`config.mk`:
```
export PLATFORM = sky130hd
export DESIGN_NAME = convex_polygon_point_test_unit
export DESIGN_NICKNAME = d
export VERILOG_FILES = /design/src/rtl/cppt_pkg.sv /design/src/rtl/cppt_ram.sv /design/src/rtl/cppt_ctrl.sv /design/src/rtl/cppt_datapath.sv /design/src/rtl/convex_polygon_point_test_unit.sv
export SDC_FILE = /design/constraint.sdc
export NUM_CORES = 2
export LEC_CHECK = 0
export ABC_AREA = 1
export BUFFER_PORTS_ARGS = -buffer_cell sky130_fd_sc_hd__buf_2
export CAP_MARGIN = 30
export CORE_MARGIN = 1.5
export CORE_UTILIZATION = 60
export CTS_BUF_LIST = sky130_fd_sc_hd__clkbuf_4
export DETAILED_ROUTE_END_ITERATION = 7
export PLACE_DENSITY = 0.73
export SLEW_MARGIN = 30
export SYNTH_ARGS = -nofsm -noshare
export SYNTH_HDL_FRONTEND = slang
export SYNTH_SLANG_ARGS = --single-unit
```
`constraint.sdc`:
```
create_clock -name clock -period 16.8 [get_ports clock]
set_input_delay 1.68 -clock clock [delete_from_list [all_inputs] [get_ports clock]]
set_output_delay 1.68 -clock clock [all_outputs]
set_load 0.05 [all_outputs]
```
`src/rtl/cppt_pkg.sv`:
```
// Shared constants, codes and controller/datapath interface types for the polygon point test.
`timescale 1ns / 1ps
`default_nettype none
package cppt_pkg;

   // Polygon storage size and coordinate width.
   localparam int MAX_CORNERS = 8;
   localparam int COORD_WIDTH = 16;

   // Widths that follow from the storage size and coordinate width.
   localparam int CORNER_W = $clog2(MAX_CORNERS);
   localparam int NCOUNT_W = $clog2(MAX_CORNERS + 1);
   localparam int DIFF_W   = COORD_WIDTH + 1;
   localparam int PROD_W   = 2 * DIFF_W;

   // Field widths fixed by the interface.
   localparam int INDEX_W  = 3;
   localparam int VCOUNT_W = 4;
   localparam logic [VCOUNT_W-1:0] VCOUNT_RESET = 4'd4;

   // Request command codes.
   localparam logic CMD_LOAD  = 1'b0;
   localparam logic CMD_QUERY = 1'b1;

   // Commands from the controller to the datapath.
   typedef struct packed {
      logic                load_en;
      logic [CORNER_W-1:0] wr_addr;
      logic                query_start;
      logic                empty_query;
      logic                rd_en;
      logic                rd_first;
      logic [CORNER_W-1:0] rd_addr;
      logic                issue_wrap;
   } ctrl_cmd_type;

   // Status from the datapath to the controller.
   typedef struct packed {
      logic done;
   } dp_status_type;

endpackage
`default_nettype wire

```
`src/rtl/cppt_ram.sv`:
```
// Generic single-write, single-read RAM with a registered read port.
`timescale 1ns / 1ps
`default_nettype none
module cppt_ram #(
   parameter  int WIDTH  = 16,
   parameter  int DEPTH  = 8,
   localparam int ADDR_W = (DEPTH > 1) ? $clog2(DEPTH) : 1
) (
   input  wire logic              clock,
   input  wire logic              wr_en,
   input  wire logic [ADDR_W-1:0] wr_addr,
   input  wire logic [WIDTH-1:0]  wr_data,
   input  wire logic              rd_en,
   input  wire logic [ADDR_W-1:0] rd_addr,
   output      logic [WIDTH-1:0]  rd_data
);

   logic [WIDTH-1:0] mem_ff [DEPTH];
   logic [WIDTH-1:0] rd_data_ff;

   // Write port.
   always_ff @(posedge clock) begin
      if (wr_en) begin
         mem_ff[wr_addr] <= wr_data;
      end
   end

   // Registered read port.
   always_ff @(posedge clock) begin
      if (rd_en) begin
         rd_data_ff <= mem_ff[rd_addr];
      end
   end

   assign rd_data = rd_data_ff;

endmodule
`default_nettype wire

```
`src/rtl/cppt_ctrl.sv`:
```
// Controller: vertex count register, request acceptance and the edge walk sequencer.
`timescale 1ns / 1ps
`default_nettype none
module cppt_ctrl
   import cppt_pkg::*;
(
   input  wire logic                clock,
   input  wire logic                reset,
   input  wire logic                start,
   output      logic                busy,
   input  wire logic                req_cmd,
   input  wire logic [INDEX_W-1:0]  req_vertex_index,
   input  wire logic                csr_we,
   input  wire logic [VCOUNT_W-1:0] csr_wdata,
   output      ctrl_cmd_type        cmd,
   input  wire dp_status_type       status
);

   typedef enum logic [3:0] {
      ST_IDLE = 4'b0001,
      ST_WALK = 4'b0010,
      ST_WRAP = 4'b0100,
      ST_WAIT = 4'b1000
   } state_type;

   state_type             state_ff, state_in;
   logic [VCOUNT_W-1:0]   vcount_ff, vcount_in;
   logic [NCOUNT_W-1:0]   n_ff, n_in;
   logic [CORNER_W-1:0]   k_ff, k_in;
   logic [NCOUNT_W-1:0]   n_sat;
   logic                  last_read;

   // Vertex count in use, limited to the storage size.
   assign n_sat = (32'(vcount_ff) > MAX_CORNERS) ? NCOUNT_W'(MAX_CORNERS)
                                                 : NCOUNT_W'(vcount_ff);

   // The walk reads vertices 0 to n-1, then issues the closing edge.
   assign last_read = (NCOUNT_W'(k_ff) + NCOUNT_W'(1)) == n_ff;

   assign busy = (state_ff != ST_IDLE);

   // Configuration register write.
   always_comb begin
      vcount_in = vcount_ff;
      if (csr_we) begin
         vcount_in = csr_wdata;
      end
   end

   // Next state and datapath commands.
   always_comb begin
      state_in        = state_ff;
      n_in            = n_ff;
      k_in            = k_ff;
      cmd             = '0;
      cmd.wr_addr     = CORNER_W'(req_vertex_index);
      cmd.rd_addr     = k_ff;
      case (state_ff)
         ST_IDLE: begin
            if (start) begin
               if (req_cmd == CMD_LOAD) begin
                  cmd.load_en = (32'(req_vertex_index) < MAX_CORNERS);
               end else begin
                  cmd.query_start = 1'b1;
                  n_in            = n_sat;
                  k_in            = '0;
                  if (n_sat == '0) begin
                     cmd.empty_query = 1'b1;
                  end else begin
                     state_in = ST_WALK;
                  end
               end
            end
         end
         ST_WALK: begin
            cmd.rd_en    = 1'b1;
            cmd.rd_first = (k_ff == '0);
            if (last_read) begin
               state_in = ST_WRAP;
            end else begin
               k_in = k_ff + CORNER_W'(1);
            end
         end
         ST_WRAP: begin
            cmd.issue_wrap = 1'b1;
            state_in       = ST_WAIT;
         end
         ST_WAIT: begin
            if (status.done) begin
               state_in = ST_IDLE;
            end
         end
         default: begin
            state_in = ST_IDLE;
         end
      endcase
   end

   // Control registers.
   always_ff @(posedge clock) begin
      if (reset) begin
         state_ff  <= ST_IDLE;
         vcount_ff <= VCOUNT_RESET;
         n_ff      <= '0;
         k_ff      <= '0;
      end else begin
         state_ff  <= state_in;
         vcount_ff <= vcount_in;
         n_ff      <= n_in;
         k_ff      <= k_in;
      end
   end

`ifndef SYNTHESIS
   // The walk never reads past the vertices in use.
   assert property (@(posedge clock) disable iff (reset)
      (state_ff == ST_WALK) |-> (32'(k_ff) < 32'(n_ff)))
      else $error("vertex read beyond count in use");

   // A query result only completes while the controller waits for it.
   assert property (@(posedge clock) disable iff (reset)
      status.done |-> (state_ff == ST_WAIT))
      else $error("result completed outside of wait state");

   // A vertex load never shares a cycle with a walk read.
   assert property (@(posedge clock) disable iff (reset)
      !(cmd.load_en && cmd.rd_en))
      else $error("load and read in the same cycle");
`endif

endmodule
`default_nettype wire

```
`src/rtl/cppt_datapath.sv`:
```
// Datapath: vertex stores, edge and point differences, cross products and sign check.
`timescale 1ns / 1ps
`default_nettype none
module cppt_datapath
   import cppt_pkg::*;
(
   input  wire logic                          clock,
   input  wire logic                          reset,
   input  wire logic signed [COORD_WIDTH-1:0] req_coord_x,
   input  wire logic signed [COORD_WIDTH-1:0] req_coord_y,
   input  wire ctrl_cmd_type                  cmd,
   output      dp_status_type                 status,
   output      logic                          rsp_valid,
   output      logic                          rsp_inside_res
);

   logic [COORD_WIDTH-1:0] ram_x, ram_y;

   logic signed [COORD_WIDTH-1:0] px_ff, py_ff;
   logic signed [COORD_WIDTH-1:0] v0x_ff, v0y_ff;
   logic signed [COORD_WIDTH-1:0] prevx_ff, prevy_ff;
   logic signed [COORD_WIDTH-1:0] curx, cury;

   logic iss_valid_ff, iss_first_ff, iss_wrap_ff;

   logic                     d_valid_ff, d_last_ff;
   logic signed [DIFF_W-1:0] ex_ff, ey_ff, dx_ff, dy_ff;
   logic signed [DIFF_W-1:0] ex_in, ey_in, dx_in, dy_in;

   logic                     p_valid_ff, p_last_ff;
   logic signed [PROD_W-1:0] pa_ff, pb_ff;
   logic signed [PROD_W-1:0] pa_in, pb_in;

   logic neg_ff, neg_now, less;
   logic rsp_valid_ff, rsp_inside_ff;

   // Vertex stores, one per coordinate.
   cppt_ram #(
      .WIDTH (COORD_WIDTH),
      .DEPTH (MAX_CORNERS)
   ) u_ram_x (
      .clock   (clock),
      .wr_en   (cmd.load_en),
      .wr_addr (cmd.wr_addr),
      .wr_data (req_coord_x),
      .rd_en   (cmd.rd_en),
      .rd_addr (cmd.rd_addr),
      .rd_data (ram_x)
   );

   cppt_ram #(
      .WIDTH (COORD_WIDTH),
      .DEPTH (MAX_CORNERS)
   ) u_ram_y (
      .clock   (clock),
      .wr_en   (cmd.load_en),
      .wr_addr (cmd.wr_addr),
      .wr_data (req_coord_y),
      .rd_en   (cmd.rd_en),
      .rd_addr (cmd.rd_addr),
      .rd_data (ram_y)
   );

   // Query point capture.
   always_ff @(posedge clock) begin
      if (cmd.query_start) begin
         px_ff <= req_coord_x;
         py_ff <= req_coord_y;
      end
   end

   // Issue tags that line up with the registered read data.
   always_ff @(posedge clock) begin
      if (reset) begin
         iss_valid_ff <= 1'b0;
      end else begin
         iss_valid_ff <= cmd.rd_en | cmd.issue_wrap;
      end
      iss_first_ff <= cmd.rd_first;
      iss_wrap_ff  <= cmd.issue_wrap;
   end

   // The closing edge ends at vertex 0; every other edge ends at the vertex just read.
   assign curx = iss_wrap_ff ? v0x_ff : $signed(ram_x);
   assign cury = iss_wrap_ff ? v0y_ff : $signed(ram_y);

   assign ex_in = DIFF_W'(curx)  - DIFF_W'(prevx_ff);
   assign ey_in = DIFF_W'(cury)  - DIFF_W'(prevy_ff);
   assign dx_in = DIFF_W'(px_ff) - DIFF_W'(prevx_ff);
   assign dy_in = DIFF_W'(py_ff) - DIFF_W'(prevy_ff);

   // Edge start tracking and difference stage.
   always_ff @(posedge clock) begin
      if (reset) begin
         d_valid_ff <= 1'b0;
      end else begin
         d_valid_ff <= iss_valid_ff & ~iss_first_ff;
      end
      if (iss_valid_ff) begin
         prevx_ff <= curx;
         prevy_ff <= cury;
         if (iss_first_ff) begin
            v0x_ff <= curx;
            v0y_ff <= cury;
         end
      end
      d_last_ff <= iss_wrap_ff;
      ex_ff     <= ex_in;
      ey_ff     <= ey_in;
      dx_ff     <= dx_in;
      dy_ff     <= dy_in;
   end

   // Cross product terms.
   assign pa_in = ex_ff * dy_ff;
   assign pb_in = ey_ff * dx_ff;

   always_ff @(posedge clock) begin
      if (reset) begin
         p_valid_ff <= 1'b0;
      end else begin
         p_valid_ff <= d_valid_ff;
      end
      p_last_ff <= d_last_ff;
      pa_ff     <= pa_in;
      pb_ff     <= pb_in;
   end

   // A negative cross product means the point lies on the outer side of that edge.
   assign less    = p_valid_ff && (pa_ff < pb_ff);
   assign neg_now = neg_ff | less;

   always_ff @(posedge clock) begin
      if (reset) begin
         neg_ff       <= 1'b0;
         rsp_valid_ff <= 1'b0;
      end else begin
         if (cmd.query_start) begin
            neg_ff <= 1'b0;
         end else begin
            neg_ff <= neg_now;
         end
         rsp_valid_ff <= cmd.empty_query | (p_valid_ff & p_last_ff);
      end
      if (cmd.empty_query) begin
         rsp_inside_ff <= 1'b1;
      end else if (p_valid_ff && p_last_ff) begin
         rsp_inside_ff <= ~neg_now;
      end
   end

   assign status.done    = p_valid_ff & p_last_ff;
   assign rsp_valid      = rsp_valid_ff;
   assign rsp_inside_res = rsp_inside_ff;

`ifndef SYNTHESIS
   // Every issued edge passes through the difference stage and reaches the product stage.
   assert property (@(posedge clock) disable iff (reset)
      (iss_valid_ff && !iss_first_ff) |=> ##1 p_valid_ff)
      else $error("edge lost between issue and product stage");

   // The closing edge is the one that raises the result beat.
   assert property (@(posedge clock) disable iff (reset)
      (p_valid_ff && p_last_ff) |=> rsp_valid_ff)
      else $error("closing edge did not produce a result beat");

   // A result from an empty polygon always reports inside.
   assert property (@(posedge clock) disable iff (reset)
      cmd.empty_query |=> (rsp_valid_ff && rsp_inside_ff))
      else $error("empty polygon result not inside");
`endif

endmodule
`default_nettype wire

```
`src/rtl/convex_polygon_point_test_unit.sv`:
```
// Top level of the point in convex polygon test: controller plus datapath.
// A vertex load leaves busy low, so a beat may follow every cycle.
// A query with n > 0 vertices in use holds busy through the n vertex reads, the closing
// edge, then the difference and product stages; its result comes in the same cycle that busy falls.
// A query with no vertex in use answers inside the next cycle; the receiver cannot stall.
// Synchronous reset returns the controller to idle and vertex_count to 4; stores are not cleared.
`timescale 1ns / 1ps
`default_nettype none
module convex_polygon_point_test_unit
   import cppt_pkg::*;
(
   input  wire logic                          clock,
   input  wire logic                          reset,
   input  wire logic                          start,
   output      logic                          busy,
   input  wire logic                          req_cmd,
   input  wire logic [INDEX_W-1:0]            req_vertex_index,
   input  wire logic signed [COORD_WIDTH-1:0] req_coord_x,
   input  wire logic signed [COORD_WIDTH-1:0] req_coord_y,
   output      logic                          rsp_valid,
   output      logic                          rsp_inside_res,
   input  wire logic                          csr_we,
   input  wire logic [VCOUNT_W-1:0]           csr_wdata
);

   ctrl_cmd_type  cmd;
   dp_status_type status;

   // Sequencer and configuration register.
   cppt_ctrl u_ctrl (
      .clock            (clock),
      .reset            (reset),
      .start            (start),
      .busy             (busy),
      .req_cmd          (req_cmd),
      .req_vertex_index (req_vertex_index),
      .csr_we           (csr_we),
      .csr_wdata        (csr_wdata),
      .cmd              (cmd),
      .status           (status)
   );

   // Vertex stores and edge arithmetic.
   cppt_datapath u_datapath (
      .clock          (clock),
      .reset          (reset),
      .req_coord_x    (req_coord_x),
      .req_coord_y    (req_coord_y),
      .cmd            (cmd),
      .status         (status),
      .rsp_valid      (rsp_valid),
      .rsp_inside_res (rsp_inside_res)
   );

endmodule
`default_nettype wire
```
* Word-level counts from Yosys, hierarchy flattened
Memory sizes are Yosys's and may differ from the RTL's. A register that Yosys moved wholly into a read port is not among the register bits.
Index checks and enable logic that the tools add are counted.
W data, S select, Z words.
** Operators by class
- Add/subtract/negate cells :: 6
- Multiply operators :: 2
- Magnitude comparators :: 2
- Equal/unequal tests :: 12
- Muxes and demuxes :: 24
- Bitwise operators :: 7
- Reductions and logical operators :: 10
** Operator list (count)
- $mul A17 B17 Y34 :: 2
- $sub A16 B16 Y17 :: 4
- $lt A34 B34 Y1 :: 1
- $mux W16 :: 2
- $mux W4 :: 6
- $pmux W4 S4 :: 1
- $ne A2 B2 Y1 const B :: 5
- $mux W3 :: 3
- $mux W2 :: 4
- $mux W1 :: 7
- $pmux W3 S2 :: 1
- $reduce_and A5 Y1 :: 1
- $add A3 B1 Y4 const B :: 1
- $eq A4 B1 Y1 const B :: 1
- $eq A4 B2 Y1 const B :: 1
- $eq A4 B3 Y1 const B :: 1
- $eq A4 B4 Y1 :: 1
- $eq A4 B4 Y1 const B :: 1
- $gt A4 B4 Y1 const B :: 1
- $logic_not A4 Y1 :: 1
- $ne A4 B1 Y1 const B :: 1
- $reduce_and A4 Y1 :: 1
- $add A3 B1 Y3 const B :: 1
- $logic_not A3 Y1 :: 1
- other kinds (9) :: 14
** Word-level totals
- Register bits after elaboration :: 257
- Bits in writable memories :: 256
- Output and inout bits :: 3
- Memories :: 2
** Memory list
- u_datapath.u_ram_x.mem_ff :: depth 8, width 16, rd ports 1, clocked after memory_dff 1, wr ports 1, line cppt_ram.sv:18 : logic [WIDTH-1:0] mem_ff [DEPTH];
- u_datapath.u_ram_y.mem_ff :: depth 8, width 16, rd ports 1, clocked after memory_dff 1, wr ports 1, line cppt_ram.sv:18

* Depth between registers and ports, before layout
- Depth after elaboration :: 8
- Depth in mapped cells :: 31

* Cells and area by module
From an unflattened synthesis, not the netlist that was laid out.
** Second synthesis, totals
- Cell total of the unflattened synthesis :: 5082
- Area total of the unflattened synthesis :: 45947.8 µm²
** Modules (own cells, without submodules)
- cppt_datapath :: instances 1, cells an instance 3776, area an instance 32761.4 µm², sequential area each 5805.6 µm²
- cppt_ram :: instances 2, cells an instance 587, area an instance 6149.6 µm², sequential area each 4324.1 µm²
- cppt_ctrl :: instances 1, cells an instance 132, area an instance 887.1 µm², sequential area each 300.3 µm²

* Worst setup path after synthesis
No wires, ideal clock.
- Path kind :: register -> register
- From :: register u_datapath.ex_ff[16]
- To :: register u_datapath.pa_ff[25]
- Arrival time :: 5.463 ns
- Required time :: 16.728 ns
- Path slack :: 11.265 ns
- Stages on the path, launching flop included :: 21
- Buffers on the path :: 2
- Clock period less this slack :: 5.535 ns
- Path through :: dfxtp_1 > clkbuf_1 > clkbuf_1 > nand2_1 > inv_1 > fa_1 > fa_1 > fa_1 > fa_1 > fa_1 > inv_1 > fa_1 > inv_1 > ha_1 > nand2_1 > nor2_1 > inv_1 > nor2_1 > inv_1 > o41ai_2 > xor2_1
** Between the ends
- Cells in the longest elaborated chain, start to end :: 1
** Ends and longest elaborated chain
- start, declared :: line cppt_datapath.sv:27 : logic signed [DIFF_W-1:0] ex_ff, ey_ff, dx_ff, dy_ff;
- start signal, assigned :: line cppt_datapath.sv:108 : ex_ff <= ex_in;
- $mul A17 B17 Y34 :: line cppt_datapath.sv:115 : assign pa_in = ex_ff * dy_ff;
- net u_datapath.pa_in[25] :: line cppt_datapath.sv:32 : logic signed [PROD_W-1:0] pa_in, pb_in;
- end signal, assigned :: line cppt_datapath.sv:125 : pa_ff <= pa_in;
- end, declared :: line cppt_datapath.sv:31 : logic signed [PROD_W-1:0] pa_ff, pb_ff;
The timed path passes the listed nets, and every way through them passes these cells.
A chain may end at the register's enable or synchronous reset.

* Worst setup path after layout
- From :: register u_datapath.ey_ff[7]
- To :: register u_datapath.pb_ff[21]
** Between the ends
- Cells in the longest elaborated chain, start to end :: 1
** Ends and longest elaborated chain
- start, declared :: line cppt_datapath.sv:27
- start signal, assigned :: line cppt_datapath.sv:109 : ey_ff <= ey_in;
- $mul A17 B17 Y34 :: line cppt_datapath.sv:116 : assign pb_in = ey_ff * dx_ff;
- net u_datapath.pb_in[21] :: line cppt_datapath.sv:32
- end signal, assigned :: line cppt_datapath.sv:126 : pb_ff <= pb_in;
- end, declared :: line cppt_datapath.sv:31
The timed path passes the listed nets, and every way through them passes these cells.

==> run metrics <==
status=finished, final reports clean; main combinational cell family by area after synthesis=adder cells; I/O pin count=47; endpoint of the worst hold path=u_datapath.p_last_ff; worst endpoint required time=17,590 ps; clock skew=73.33 ps; count leader, synth=inv_1; Setup Buffers After CTS=0; Post-Syn Area=44,400 um^2; normalized max-slew margin=32.02%; worst reg2reg startpoint=u_datapath.ey_ff[7]; RSZ-0062 raised after global routing=no; first-pass GRT wire length=163,300 um; Synth Area in Compound Gates=6.282%; Filler Cell Count=5,926; drc violations=0; Via Count=30,550; flop2flop setup slack=10,580 ps; Post-DRT Antenna Nets=0; Clk pin slew, worst setup/hold paths=60 ps; largest cells by area after synthesis=fa_1 (27%), edfxtp_1 (26%), inv_1 (9.5%); startpoint type of the worst setup path=flip-flop; setup_tns=0 ps; pin count of the biggest net entering global routing=77; mux cell area share after synthesis=0.7102%; worst slew pin tran=1018 ps; Synth Area in XOR/XNOR=2.466%; total die area=75,630 um^2; final period utilization=37.01%; Post-Synth Adder-Cell Area=34.46%; Synth cell types=52; register bit total from synthesis=545; total core area=73,080 um^2; H-tree depth=4; hold_buf cts=0; TritonCTS Buffers=138; post-route cell area=47,090 um^2; DRT Wirelength=98,110 um; Post-synth EDFFs=384; Fin. Hold Viols=0; vias in the first global route=32,680; reg2reg path depth=19; Critical Path Sink Type=flip-flop; Final Slew Violations=0; min Tclk post-route=6217 ps; Placed Area=45,340 um^2; site row count=99; WHS Path Cells=0; critical path type=flip-flop to flip-flop; nets=5,620; R2R Path End=u_datapath.pb_ff[21]; gpl congestion=0.9193; ratio of cells with drive above 1 in the final layout=7.347%; Synth area leader=fa_1; DP HPWL=74,330 um; post-synthesis simple-gate area fraction=11.70%; post-synthesis sequential area ratio=33.23%; Root Buffer=clkbuf_4; initial antenna violation count=5; Buffers on Ports=46; Post-synth top cells=inv_1 (1,120), nand2_1 (833), fa_1 (596), edfxtp_1 (384), nor2_1 (369); CTS tree=done; Total Routing Usage GR=27.45%; Die Width=275.0 um; Main synth FF type=edfxtp_1; vias per std cell=5.284; Post-synth ARST share=0%; number of synthesis warnings=0; hold path start=u_datapath.d_last_ff; Max Fanout on Critical Path=17; Mapped Avg Cell Area=9.470 um^2; Fmax=0.1608 GHz; DRT iter0 DRCs=1,945; P&R area growth vs syn=6.073%; post-synth top area share=26.88%; Syn Nets=5,597; Setup violations, final=0; min-delay worst type=flip-flop to flip-flop; Max Cap Viol=0; GR Overflow Total=0; Syn Inst Count=4,688; 1st-pass router iterations=6; clk sinks=545; routed len/inst=16.97 um; initial core utilization=60.75%; Skew-Pair Late Insertion Delay=950 ps; arrival time worst endpoint=7010 ps; die height=275.0 um; post-CTS sizing=0; CTS max path bufs=3
worst max-delay path by stage:
stage	slack (ps)	depth (start not counted)	end	startpoint
floorplan	11270	20	u_datapath.pa_ff[25]	u_datapath.ex_ff[16]
global placement	10670	19	u_datapath.pb_ff[21]	u_datapath.ey_ff[7]
detailed placement	10610	19	u_datapath.pb_ff[33]	u_datapath.ey_ff[7]
CTS	10580	19	u_datapath.pb_ff[21]	u_datapath.ey_ff[7]
global route	10240	18	u_datapath.pb_ff[25]	u_datapath.dx_ff[2]
finish	10580	19	u_datapath.pb_ff[21]	u_datapath.ey_ff[7]
per-stage QoR:
step | hold slack, ps | setup WS (ps) | instances | utilization [%]
floorplan | 309.6 | 11270 | 4688 | -
global placement | 311.4 | 10670 | 5530 | 62.03
detailed placement | 314.6 | 10610 | 5530 | 62.05
CTS | 330.2 | 10580 | 5777 | 64.42
finish | 332.6 | 10580 | 5781 | 64.44
global route | 349.3 | 10240 | 5781 | 64.44
flip-flops by register name (all words and copies together) (netlist names), 17 cells and up:
register,flops
u_datapath.dx_ff,17
u_datapath.ey_ff,17
u_datapath.u_ram_x.mem_ff,128
u_datapath.pb_ff,34
u_datapath.u_ram_y.mem_ff,128
u_datapath.dy_ff,17
u_datapath.pa_ff,34
u_datapath.ex_ff,17
layout make-up:
| cell class | count | area (um^2) | share of cell area [%] |
|---|---|---|---|
| Antenna cell | 4 | 10.01 | 0.02126 |
| Clock inverter | 56 | 300.3 | 0.6377 |
| Tap cell | 959 | 1200 | 2.548 |
| Inverter | 1125 | 4224 | 8.970 |
| Multi-Input combinational cell | 2830 | 24740 | 52.54 |
| Clock buffer | 191 | 1434 | 3.045 |
| Timing Repair Buffer | 71 | 417.9 | 0.8874 |
| Sequential cell | 545 | 14760 | 31.35 |
critical path: stages, from the launching register on:
cell,delay [ps]
dfxtp_1,950
nand2_1,190
fa_1,580
inv_1,50
fa_1,490
inv_1,50
fa_1,520
inv_1,50
fa_1,470
fa_1,490
inv_1,50
fa_1,490
inv_1,40
ha_1,360
nand2_1,100
nor2_1,240
nand2_1,70
o21ai_0,470
a21oi_1,160
xnor2_1,240
cells in the final DEF, fill, tap and decap left out, drive strengths merged, types with 78 or more instances in the layout:
cell type | synthesis | layout
a21oi | 137 | 137
fa | 596 | 596
o21ai | 215 | 215
nand2 | 834 | 834
dfxtp | 161 | 161
xor2 | 78 | 78
clkbuf | 169 | 191
ha | 269 | 269
inv | 1125 | 1132
edfxtp | 384 | 384
nor2 | 370 | 370
cells by family (layout without fill, tap and decap cells):
kind of cell,count (synthesis),count (layout)
xor+xnor,125,125
simple gates,1318,1318
fa+ha+maj,865,865
mux,28,28
other cells,0,4
flops,545,545
buf+inv,1313,1443
compound gates,494,494
layer usage:
layer | vias to the layer above | GRT usage, % | part of all wire [%]
met3 | 223 | 4.670 | 5.9
met4 | 0 | 10.31 | 3.0
met1 | 14900 | 34.43 | 41
met5 | - | 0 | 0
met2 | 990 | 47.73 | 50
li1 | 14430 | - | -
Power is not shown: default switching activity piles up to over one toggle a cycle in this logic, so the estimate is an artifact.
